===== src/arpc_pkg.sv =====
// Shared types and constants of the ARP binding cache with aging.
package arpc_pkg;

  // Number of binding cells in the chain
  localparam int DEPTH = 16;
  // Width of a counter that holds 0 .. DEPTH
  localparam int CNT_W = $clog2(DEPTH + 1);

  localparam int IP_W      = 32;
  localparam int MAC_W     = 48;
  localparam int AGE_W     = 4;
  localparam int MODE_W    = 2;
  localparam int ECOUNT_W  = 5;

  localparam logic [AGE_W-1:0] AGE_MAX         = 4'd15;
  localparam logic [AGE_W-1:0] AGE_LIMIT_RESET = 4'd14;

  // Request codes
  typedef enum logic [MODE_W-1:0] {
    MODE_INSERT = 2'd0,
    MODE_LOOKUP = 2'd1,
    MODE_TICK   = 2'd2,
    MODE_NONE   = 2'd3
  } mode_t;

  // One stored binding
  typedef struct packed {
    logic             valid;
    logic [IP_W-1:0]  ip;
    logic [MAC_W-1:0] mac;
    logic [AGE_W-1:0] age;
  } entry_t;

  // Per-cell control from the sequencer
  typedef struct packed {
    logic shift;  // take the neighbor's entry
    logic load;   // take the broadcast entry (wins over shift)
  } cell_ctl_t;

endpackage


===== src/arpc_cell.sv =====
// One cell of the binding chain: holds an entry, loads the broadcast entry or shifts from its neighbor.
module arpc_cell (
  input  logic               clk,
  input  logic               rst_n,
  input  arpc_pkg::cell_ctl_t ctl,
  input  arpc_pkg::entry_t   nb_i,
  input  arpc_pkg::entry_t   ld_i,
  output arpc_pkg::entry_t   q_o
);
  import arpc_pkg::*;

  entry_t entry_r;
  entry_t entry_nxt;

  // Load has priority over the shift from the upper neighbor
  always_comb begin
    entry_nxt = entry_r;
    if (ctl.load) begin
      entry_nxt = ld_i;
    end else if (ctl.shift) begin
      entry_nxt = nb_i;
    end
  end

  // Whole entry cleared at reset
  always_ff @(posedge clk) begin
    if (!rst_n) begin
      entry_r <= '0;
    end else begin
      entry_r <= entry_nxt;
    end
  end

  assign q_o = entry_r;

endmodule


===== src/arp_cache_with_aging.sv =====
// Top level of the ARP binding cache with aging: sequencer and chain of cells.
//
// Input channel (in_valid / in_stall) carries one request: in_mode, in_ip_addr,
// in_mac_addr. Mode insert appends a binding at the tail with age zero, lookup
// returns the oldest matching binding, tick ages all bindings and drops those
// older than the age limit. Each request gives one result on the output channel
// (out_valid / out_stall): out_hit, out_found_mac, out_dropped, out_entry_count.
// Insert and the unused mode answer in the cycle after acceptance and can follow
// back to back while out_stall is low. Lookup and tick rotate the chain through
// its head cell one entry per cycle, comparing or aging each binding there and
// recirculating it into the tail; the result is registered once the output
// register is free. The chain returns to its original order after a lookup and
// keeps the order of survivors after a tick. The age limit is written through
// cfg_valid / cfg_ready / cfg_data, which is always ready; the user must make
// writes only while the block is idle, which the block does not enforce. Reset
// (rst_n low, synchronous) empties the cache, sets the age limit to 14 and drops
// any pending result. While out_stall is high the result holds; a new request is
// taken only once the output register is free or being drained.
module arp_cache_with_aging (
  input  logic                        clk,
  input  logic                        rst_n,
  // request channel
  input  logic                        in_valid,
  output logic                        in_stall,
  input  logic [arpc_pkg::MODE_W-1:0] in_mode,
  input  logic [arpc_pkg::IP_W-1:0]   in_ip_addr,
  input  logic [arpc_pkg::MAC_W-1:0]  in_mac_addr,
  // result channel
  output logic                        out_valid,
  input  logic                        out_stall,
  output logic                        out_hit,
  output logic [arpc_pkg::MAC_W-1:0]  out_found_mac,
  output logic                        out_dropped,
  output logic [arpc_pkg::ECOUNT_W-1:0] out_entry_count,
  // configuration
  input  logic                        cfg_valid,
  output logic                        cfg_ready,
  input  logic [arpc_pkg::AGE_W-1:0]  cfg_data
);
  import arpc_pkg::*;

  typedef enum logic [1:0] {
    ST_IDLE = 2'b01,
    ST_WALK = 2'b10
  } state_t;

  state_t            state_r, state_nxt;
  logic [CNT_W-1:0]  count_r, count_nxt;
  logic [CNT_W-1:0]  steps_r, steps_nxt;
  logic              is_tick_r, is_tick_nxt;
  logic [IP_W-1:0]   key_r, key_nxt;
  logic              hit_r, hit_nxt;
  logic [MAC_W-1:0]  mac_r, mac_nxt;
  logic [AGE_W-1:0]  age_limit_r;

  logic                 out_valid_r, out_valid_nxt;
  logic                 out_hit_r, out_hit_nxt;
  logic [MAC_W-1:0]     out_mac_r, out_mac_nxt;
  logic                 out_dropped_r, out_dropped_nxt;
  logic [ECOUNT_W-1:0]  out_count_r, out_count_nxt;

  entry_t    cell_q  [DEPTH];
  entry_t    cell_nb [DEPTH];
  cell_ctl_t cell_ctl[DEPTH];
  entry_t    ld_data;
  entry_t    head;
  logic      shift_en;
  logic      load_en;
  logic [CNT_W-1:0] tgt;

  logic out_free;
  logic accept;
  logic step;
  logic survive;
  mode_t mode;

  assign mode     = mode_t'(in_mode);
  assign out_free = !out_valid_r || !out_stall;
  assign in_stall = (state_r != ST_IDLE) || !out_free;
  assign accept   = in_valid && !in_stall;
  assign step     = (state_r == ST_WALK) && (steps_r != '0);
  assign head     = cell_q[0];
  assign cfg_ready = 1'b1;

  // Sequencer: insert and the unused mode answer directly, lookup and tick rotate the chain
  always_comb begin
    state_nxt      = state_r;
    count_nxt      = count_r;
    steps_nxt      = steps_r;
    is_tick_nxt    = is_tick_r;
    key_nxt        = key_r;
    hit_nxt        = hit_r;
    mac_nxt        = mac_r;
    out_valid_nxt  = out_valid_r && out_stall;
    out_hit_nxt    = out_hit_r;
    out_mac_nxt    = out_mac_r;
    out_dropped_nxt = out_dropped_r;
    out_count_nxt  = out_count_r;
    shift_en       = 1'b0;
    load_en        = 1'b0;
    tgt            = count_r;
    survive        = 1'b1;
    ld_data.valid  = 1'b1;
    ld_data.ip     = head.ip;
    ld_data.mac    = head.mac;
    ld_data.age    = head.age;

    unique case (state_r)
      ST_IDLE: begin
        if (accept) begin
          key_nxt     = in_ip_addr;
          hit_nxt     = 1'b0;
          mac_nxt     = '0;
          steps_nxt   = count_r;
          out_hit_nxt = 1'b0;
          out_mac_nxt = '0;
          out_dropped_nxt = 1'b0;
          unique case (mode)
            MODE_INSERT: begin
              ld_data.ip  = in_ip_addr;
              ld_data.mac = in_mac_addr;
              ld_data.age = '0;
              if (count_r == CNT_W'(DEPTH)) begin
                out_dropped_nxt = 1'b1;
                out_count_nxt   = ECOUNT_W'(count_r);
              end else begin
                load_en       = 1'b1;
                count_nxt     = count_r + 1'b1;
                out_count_nxt = ECOUNT_W'(count_r + 1'b1);
              end
              out_valid_nxt = 1'b1;
            end
            MODE_LOOKUP: begin
              is_tick_nxt = 1'b0;
              state_nxt   = ST_WALK;
            end
            MODE_TICK: begin
              is_tick_nxt = 1'b1;
              state_nxt   = ST_WALK;
            end
            default: begin
              out_count_nxt = ECOUNT_W'(count_r);
              out_valid_nxt = 1'b1;
            end
          endcase
        end
      end
      ST_WALK: begin
        if (step) begin
          // Pop the head, recirculate it into the current tail cell
          shift_en  = 1'b1;
          load_en   = 1'b1;
          tgt       = count_r - 1'b1;
          steps_nxt = steps_r - 1'b1;
          if (is_tick_r) begin
            survive       = (head.age <= age_limit_r);
            ld_data.valid = survive;
            ld_data.age   = (head.age == AGE_MAX) ? AGE_MAX : head.age + 1'b1;
            if (!survive) begin
              count_nxt = count_r - 1'b1;
            end
          end else if (!hit_r && (head.ip == key_r)) begin
            hit_nxt = 1'b1;
            mac_nxt = head.mac;
          end
        end else if (out_free) begin
          out_valid_nxt   = 1'b1;
          out_hit_nxt     = hit_r;
          out_mac_nxt     = mac_r;
          out_dropped_nxt = 1'b0;
          out_count_nxt   = ECOUNT_W'(count_r);
          state_nxt       = ST_IDLE;
        end
      end
      default: begin
        state_nxt = ST_IDLE;
      end
    endcase
  end

  // Chain of cells; the top cell shifts in an empty entry
  for (genvar i = 0; i < DEPTH; i++) begin : g_cell
    if (i == DEPTH - 1) begin : g_last
      assign cell_nb[i] = '0;
    end else begin : g_mid
      assign cell_nb[i] = cell_q[i+1];
    end
    assign cell_ctl[i].shift = shift_en;
    assign cell_ctl[i].load  = load_en && (tgt == CNT_W'(i));

    arpc_cell u_cell (
      .clk   (clk),
      .rst_n (rst_n),
      .ctl   (cell_ctl[i]),
      .nb_i  (cell_nb[i]),
      .ld_i  (ld_data),
      .q_o   (cell_q[i])
    );
  end

  // Control registers
  always_ff @(posedge clk) begin
    if (!rst_n) begin
      state_r     <= ST_IDLE;
      count_r     <= '0;
      steps_r     <= '0;
      out_valid_r <= 1'b0;
      age_limit_r <= AGE_LIMIT_RESET;
    end else begin
      state_r     <= state_nxt;
      count_r     <= count_nxt;
      steps_r     <= steps_nxt;
      out_valid_r <= out_valid_nxt;
      if (cfg_valid && cfg_ready) begin
        age_limit_r <= cfg_data;
      end
    end
  end

  // Payload registers
  always_ff @(posedge clk) begin
    is_tick_r     <= is_tick_nxt;
    key_r         <= key_nxt;
    hit_r         <= hit_nxt;
    mac_r         <= mac_nxt;
    out_hit_r     <= out_hit_nxt;
    out_mac_r     <= out_mac_nxt;
    out_dropped_r <= out_dropped_nxt;
    out_count_r   <= out_count_nxt;
  end

  assign out_valid       = out_valid_r;
  assign out_hit         = out_hit_r;
  assign out_found_mac   = out_mac_r;
  assign out_dropped     = out_dropped_r;
  assign out_entry_count = out_count_r;

endmodule


===== config.mk =====
export PLATFORM = sky130hd
export DESIGN_NAME = arp_cache_with_aging
export DESIGN_NICKNAME = d
export VERILOG_FILES = /design/src/arpc_pkg.sv /design/src/arpc_cell.sv /design/src/arp_cache_with_aging.sv
export SDC_FILE = /design/constraint.sdc
export NUM_CORES = 2
export LEC_CHECK = 0
export ABC_AREA = 1
export BUFFER_PORTS_ARGS = -buffer_cell sky130_fd_sc_hd__buf_2
export CAP_MARGIN = 20
export CORE_MARGIN = 1
export CORE_UTILIZATION = 25
export CTS_CLUSTER_SIZE = 10
export DETAILED_ROUTE_END_ITERATION = 10
export GPL_ROUTABILITY_DRIVEN = 1
export SLEW_MARGIN = 20
export SYNTH_ARGS = -nofsm -noshare
export SYNTH_HDL_FRONTEND = slang
export SYNTH_SLANG_ARGS = --single-unit

===== constraint.sdc =====
create_clock -name clk -period 16.13 [get_ports clk]
set_clock_uncertainty 0.2 [all_clocks]
set_input_delay 0.8065 -clock clk [delete_from_list [all_inputs] [get_ports clk]]
set_output_delay 0.8065 -clock clk [all_outputs]
set_load 0.02 [all_outputs]

# == Word level (Yosys, flattened, before mapping) ==
# Index checks and enable logic that the tools add are counted.
# totals
reg_bits,1511
word_cells,268
# op_classes
addsub,4
order_cmp,1
n_eq_ne,34
muxes,98
reduce_logical,57
# ops
op,n
$mux 85,28
$mux 84,6
$mux 48,6
$pmux 48 s2,2
$mux 80,1
$mux 5,13
$eq 5x4->1 const B,8
$pmux 5 s2,4
$reduce_bool 2->1,18
$eq 32x32->1,1
$mux 1,23
$eq 5x3->1 const B,4
$logic_and 1x1->1,20
$ne 2x2->1 const B,9
$mux 4,3
$pmux 1 s2,6
$eq 5x2->1 const B,2
$reduce_and 5->1,2
$sub 5x1->5 const B,2
$mux 2,4
$pmux 4 s2,1
$reduce_and 4->1,2
$ne 2x1->1 const B,3
$reduce_and 3->1,2
17 further kinds,24

# == Depth between registers and ports, before layout ==
# depth
word_depth,10
ltp_mapped,17

# == Modules after synthesis ==
# A second synthesis with hierarchy kept.
# hier_totals
hier_cells,11187
hier_area_um2,74337.5
# by_module_without_submodules
mod,n_inst,cells_per_inst,area_per_inst_um2,seq_area_each_um2
arpc_cell,16,644,4127.7,1701.6
arp_cache_with_aging,1,883,8294.2,4454.3

# == Least setup slack after synthesis ==
# OpenSTA, ideal clock, no wires.
# synth_timing
path_kind,register to register
from,register steps_r[0]
to,"register out_count_r[0] (netlist: out_entry_count[0]), enable pin"
setup_ns,0.317
arrival_ns,5.668
setup_slack_ns,9.945
stages_incl_launch_ff,12
n_path_buf,2
synth_period_minus_slack_ns,6.185
cell_sequence,dfxtp_1 -> inv_1 -> ha_1 -> inv_1 -> nor2_2 -> nand2_4 -> nand2_4 -> buf_4 -> clkbuf_1 -> nand2_1 -> a211oi_1 -> o21a_1
# synth_via
elab_chain_len,4
# synth_rtl
element,line_no,source
"start, declared",arp_cache_with_aging.sv:49,"logic [CNT_W-1:0] steps_r, steps_nxt;"
"start signal, assigned",arp_cache_with_aging.sv:212,steps_r <= steps_nxt;
$reduce_bool 5->1,arp_cache_with_aging.sv:81,assign step = (state_r == ST_WALK) && (steps_r != '0);
$logic_and 1x1->1,arp_cache_with_aging.sv:81,
$ne 2x2->1 (no source line),--,
$reduce_and 5->1 (no source line),--,
"end signal, assigned",arp_cache_with_aging.sv:229,out_count_r <= out_count_nxt;
"end, declared",arp_cache_with_aging.sv:60,"logic [ECOUNT_W-1:0] out_count_r, out_count_nxt;"
# Every way passes these cells.
# A chain may end at the register's enable or synchronous reset.

# == Worst setup path in the final report ==
# layout_timing
from,register state_r[0]
to,"register g_cell[8].u_cell.entry_r, in the netlist g_cell[8].u_cell.q_o[34]"
# layout_via
elab_chain_len,8
word_cells_on_any_way,19
cone_classes,4 x eq/ne; 9 x mux; 6 x reduce/logical
# layout_rtl
element,line_no,source
"start, declared",arp_cache_with_aging.sv:47,"state_t state_r, state_nxt;"
"start signal, assigned",arp_cache_with_aging.sv:210,state_r <= state_nxt;
$ne 2x1->1,arp_cache_with_aging.sv:79,assign in_stall = (state_r != ST_IDLE) || !out_free;
$logic_or 1x1->1,arp_cache_with_aging.sv:79,
$logic_not 1->1,arp_cache_with_aging.sv:80,assign accept = in_valid && !in_stall;
$logic_and 1x1->1,arp_cache_with_aging.sv:80,
$mux 1,arp_cache_with_aging.sv:110,if (accept) begin
$pmux 1 s2,arp_cache_with_aging.sv:108,unique case (state_r)
$logic_and 1x1->1,arp_cache_with_aging.sv:189,assign cell_ctl[i].load = load_en && (tgt == CNT_W'(i));
$mux 85 / $reduce_bool 2->1 (equally long branches),--,
"end signal, assigned",arpc_cell.sv:30,entry_r <= entry_nxt;
"end, declared",arpc_cell.sv:12,entry_t entry_r;
# Parallel ways exist; a longest one is shown, timed or not.

==> summary.json <==
{
  "outcome": {"value": "completed"},
  "nFillCells": {"value": 33642},
  "drv_cap": {"value": 0},
  "use_met3": {"value": 1.587, "unit": "%"},
  "horiz_die_dim": {"value": 554.8, "unit": "µm"},
  "gp_routability_congestion": {"value": 0.7593},
  "fmaxAchievable": {"value": 150.7, "unit": "MHz"},
  "vdd.ir_drop.worst": {"value": 218.2, "unit": "µV"},
  "detailedRoute.firstPassIterationCount": {"value": 6},
  "worstSetupStartpointType": {"value": "register"},
  "cts_max_level": {"value": 4},
  "finalCriticalPeriod": {"value": 6637, "unit": "ps"},
  "floorplan.die.height": {"value": 554.8, "unit": "µm"},
  "grt-ovfl-total": {"value": 0},
  "synth_area": {"value": 0.07639, "unit": "mm²"},
  "seq_power_share": {"value": 38.0, "unit": "%"},
  "async_flop_share": {"value": 0, "unit": "%"},
  "timing.hold.ws": {"value": 33.35, "unit": "ps"},
  "timing.critical_path.slowest_cell_delay": {"value": 840, "unit": "ps"},
  "globalRouteMet1Util": {"value": 20.46, "unit": "%"},
  "multiInputGateArea": {"value": 0.03914, "unit": "mm²"},
  "cts_setup_buffers": {"value": 0},
  "largest_net_degree_at_the_start_of_global_routing": {"value": 221},
  "final_cell_area": {"value": 0.08376, "unit": "mm²"},
  "worstSetupEndpointType": {"value": "register"},
  "crit_arrival": {"value": 7130, "unit": "ps"},
  "worst_path_max_delay_cell": {"value": "sky130_fd_sc_hd__buf_4"},
  "switchingPower": {"value": 4.367, "unit": "mW"},
  "mostFrequentLayoutCell": {"value": "sky130_fd_sc_hd__nand2_1"},
  "synth_seq_cells": {"value": 1498},
  "power.leakage": {"value": 32.19, "unit": "nW"},
  "path_cells": {"value": "inv_1 -> ha_4 -> inv_2 -> a21oi_4 -> buf_4 -> nand2_1 -> nand2_2 -> nor2_4 -> buf_12 -> nand3_4 -> buf_4 -> buf_4 -> nand2_1 -> nand2_1 -> a21oi_1"},
  "hpwl_dp": {"value": 118000, "unit": "µm"},
  "placementRows": {"value": 202},
  "post_synthesis_cells": {"value": 11375},
  "synth_enable_flop_cells": {"value": 137},
  "clk_sink_count": {"value": 1498},
  "cp_data_required_time": {"value": 16620, "unit": "ps"},
  "final_min_period_over_clock_period": {"value": 41.15, "unit": "%"},
  "post_route_cells_drive_above_1_share": {"value": 6.278, "unit": "%"},
  "worst_skew_pair.late_latency": {"value": 860, "unit": "ps"},
  "layout_common_cells": {"value": "sky130_fd_sc_hd__nand2_1 (4059), sky130_fd_sc_hd__nand3_1 (1416), sky130_fd_sc_hd__a21oi_1 (1361), sky130_fd_sc_hd__dfxtp_1 (1361), sky130_fd_sc_hd__nand4_1 (1221)"},
  "worstSetupPathType": {"value": "reg2reg"},
  "postSynth.topFlopCell": {"value": "sky130_fd_sc_hd__dfxtp_1"},
  "route.detailed.vias_per_inst": {"value": 5.139},
  "cts.path.max_buffers": {"value": 4},
  "num-nets-final": {"value": 10760},
  "hold_violations": {"value": 0},
  "floorplan_core_area": {"value": 0.3033, "unit": "mm²"},
  "area_delta_synth_final": {"value": 9.644, "unit": "%"},
  "cts_tree": {"value": "yes"},
  "finalPower": {"value": 10.94, "unit": "mW"},
  "tightest_slew": {"value": 1216, "unit": "ps"},
  "synth_fp_nets": {"value": 11479},
  "postRouteWirelength": {"value": 245100, "unit": "µm"},
  "min_path_type": {"value": "in2reg"},
  "detailed_place.area": {"value": 0.07867, "unit": "mm²"},
  "combinationalPowerShare": {"value": 29.2, "unit": "%"},
  "fin_util": {"value": 27.62, "unit": "%"},
  "grt_use_total": {"value": 15.18, "unit": "%"},
  "power.share.switching": {"value": 39.93, "unit": "%"},
  "grt_pass1_vias": {"value": 69832},
  "globalRoute.busiestLayer": {"value": "met2"},
  "power_per_cell_area": {"value": 130.6, "unit": "mW/mm²"},
  "synthesis.yosys.warnings": {"value": 0},
  "cts.clk_slew.worst_paths": {"value": 60, "unit": "ps"},
  "synth_sequential_area_ratio": {"value": 41.05, "unit": "%"},
  "clock_power_share": {"value": 32.8, "unit": "%"},
  "netlist-cell-type-count": {"value": 38},
  "rsz_0062_raised_after_global_routing": {"value": "false"},
  "timing.max_slew.rel_slack": {"value": 18.91, "unit": "%"},
  "crit_buf_inv": {"value": 6},
  "first_iter_violations": {"value": 7213},
  "antenna_found_initial": {"value": 3},
  "finalMaxSlewViolations": {"value": 0},
  "drc_errors": {"value": 0},
  "antenna_left": {"value": 0},
  "routed-via-count": {"value": 75453},
  "drt-wirelength-per-cell": {"value": 16.69, "unit": "µm"},
  "initial_core_utilization": {"value": 25.19, "unit": "%"},
  "buffer_cell_driving_the_clock_tree_root": {"value": "sky130_fd_sc_hd__clkbuf_16"},
  "met2_usage": {"value": 25.63, "unit": "%"},
  "setup_tns": {"value": 0, "unit": "ps"},
  "cts-buffers-inserted": {"value": 177},
  "design.die.area": {"value": 0.3078, "unit": "mm²"},
  "crit_path_max_fanout": {"value": 145},
  "register_area": {"value": 0.03136, "unit": "mm²"},
  "internal_power": {"value": 6.570, "unit": "mW"},
  "io_pins": {"value": 149},
  "setup_violations": {"value": 0},
  "wire_length_of_the_first_global_routing_pass": {"value": 394600, "unit": "µm"},
  "portBuffers": {"value": 147},
  "timing.critical_path.max_delay_family": {"value": "buffers and inverters"},
  "syn_avg_cell_area": {"value": 6.716, "unit": "µm²"}
}
sequential cells by signal, indices dropped and copies added, names as in the netlist, 2 cells and up:
register / flops
age_limit_r: 4
mac_r: 48
state_r: 2
out_entry_count: 5
out_found_mac: 48
key_r: 32
count_r: 5
steps_r: 5
g_cell.u_cell.q_o: 1344
cell type report:
type | count | share of cell area [%]
Multi-Input combinational cell | 8381 | 46.73
Sequential cell | 1498 | 37.44
Tap cell | 3978 | 5.943
Clock buffer | 223 | 5.608
Timing Repair Buffer | 361 | 3.142
Inverter | 237 | 1.082
Clock inverter | 4 | 0.05079
Antenna cell | 1 | 0.002988
routing by layer:
layer	share of wire, %	vias up
met4	2.1	0
met5	0	-
li1	-	36997
met1	46	35918
met2	46	2208
met3	5.6	330
through the flow:
stage          cells  setup slack (ps)
2_1_floorplan  11375              9945
3_3_place_gp   14421              9536
3_5_place_dp   14421              9494
4_1_cts        14682              9468
5_1_grt        14683              9064
6_report       14683              9493
worst register-to-register path, delay by kind of cell, from the launching register on:
| kind | cells | cell delay, ps |
|---|---|---|
| AO/OA/AOI/OAI | 2 | 820 |
| adder cells (fa/ha/maj) | 1 | 630 |
| buffers and inverters | 6 | 3100 |
| flip-flops | 1 | 320 |
| AND/OR/NAND/NOR | 6 | 1430 |
synth_stat cells (2+ instances only):
library cell	n	area [µm²]
sky130_fd_sc_hd__nand2_1	4060	15240
sky130_fd_sc_hd__nand3_1	1419	7102
sky130_fd_sc_hd__a21oi_1	1362	6817
sky130_fd_sc_hd__dfxtp_1	1361	27250
sky130_fd_sc_hd__nand4_1	1221	7639
sky130_fd_sc_hd__clkbuf_1	754	2830
sky130_fd_sc_hd__buf_2	408	2042
sky130_fd_sc_hd__inv_1	229	859.6
sky130_fd_sc_hd__edfxtp_1	137	4114
sky130_fd_sc_hd__buf_1	84	315.3
sky130_fd_sc_hd__or2_2	83	519.3
sky130_fd_sc_hd__o21ai_1	81	405.4
sky130_fd_sc_hd__nor2_1	32	120.1
sky130_fd_sc_hd__o21ai_0	26	130.1
sky130_fd_sc_hd__xor2_1	19	166.4
sky130_fd_sc_hd__buf_4	13	97.59
sky130_fd_sc_hd__ha_1	13	162.7
sky130_fd_sc_hd__nand3_2	13	130.1
sky130_fd_sc_hd__nor2_4	10	112.6
sky130_fd_sc_hd__nor3_1	9	45.04
sky130_fd_sc_hd__inv_2	8	30.03
sky130_fd_sc_hd__a211oi_1	4	30.03
sky130_fd_sc_hd__nand2_2	4	25.02
sky130_fd_sc_hd__o22ai_1	4	25.02
sky130_fd_sc_hd__xnor2_1	4	35.03
sky130_fd_sc_hd__nand2_4	3	33.78
sky130_fd_sc_hd__nand3b_1	2	15.01
sky130_fd_sc_hd__nor2_2	2	12.51
cell families (layout without fill, tap and decap cells):
group	after synthesis	after routing	synth area share, %
XOR/XNOR	23	23	0.2637
AND/OR/NAND/NOR	6860	6860	40.61
other	1	2	0.004909
AO/OA/AOI/OAI	1484	1484	9.773
flip-flops	1498	1498	41.05
buffers and inverters	1496	825	8.083
adder cells (fa/ha/maj)	13	13	0.2129
worst paths after layout:
path	start	slack [ps]	endpoint	cells after the start
setup / recovery	state_r[0]	9490	g_cell[8].u_cell.q_o[34]	15
hold / removal	in_ip_addr[29]	30	key_r[29]	1
setup reg to reg	state_r[0]	9490	g_cell[8].u_cell.q_o[34]	15
hold reg to reg	g_cell[15].u_cell.q_o[15]	280	g_cell[15].u_cell.q_o[15]	2
repair_timing:
action                    4_1_cts  5_1_grt
resized for setup               0        0
hold buffers                   34        0
hold endpoints to repair       34        0
power by group through the flow:
stage | clock network [mW] | registers (mW) | logic, mW
global route | 3.78 | 4.18 | 3.38
global placement | 0 | 4.23 | 3.14
finish | 3.58 | 4.15 | 3.20
detailed placement | 0 | 4.24 | 3.14
floorplan | 0 | 4.31 | 2.01
CTS | 3.66 | 4.16 | 3.15
Note: power is estimated with default switching activity, not from simulation.
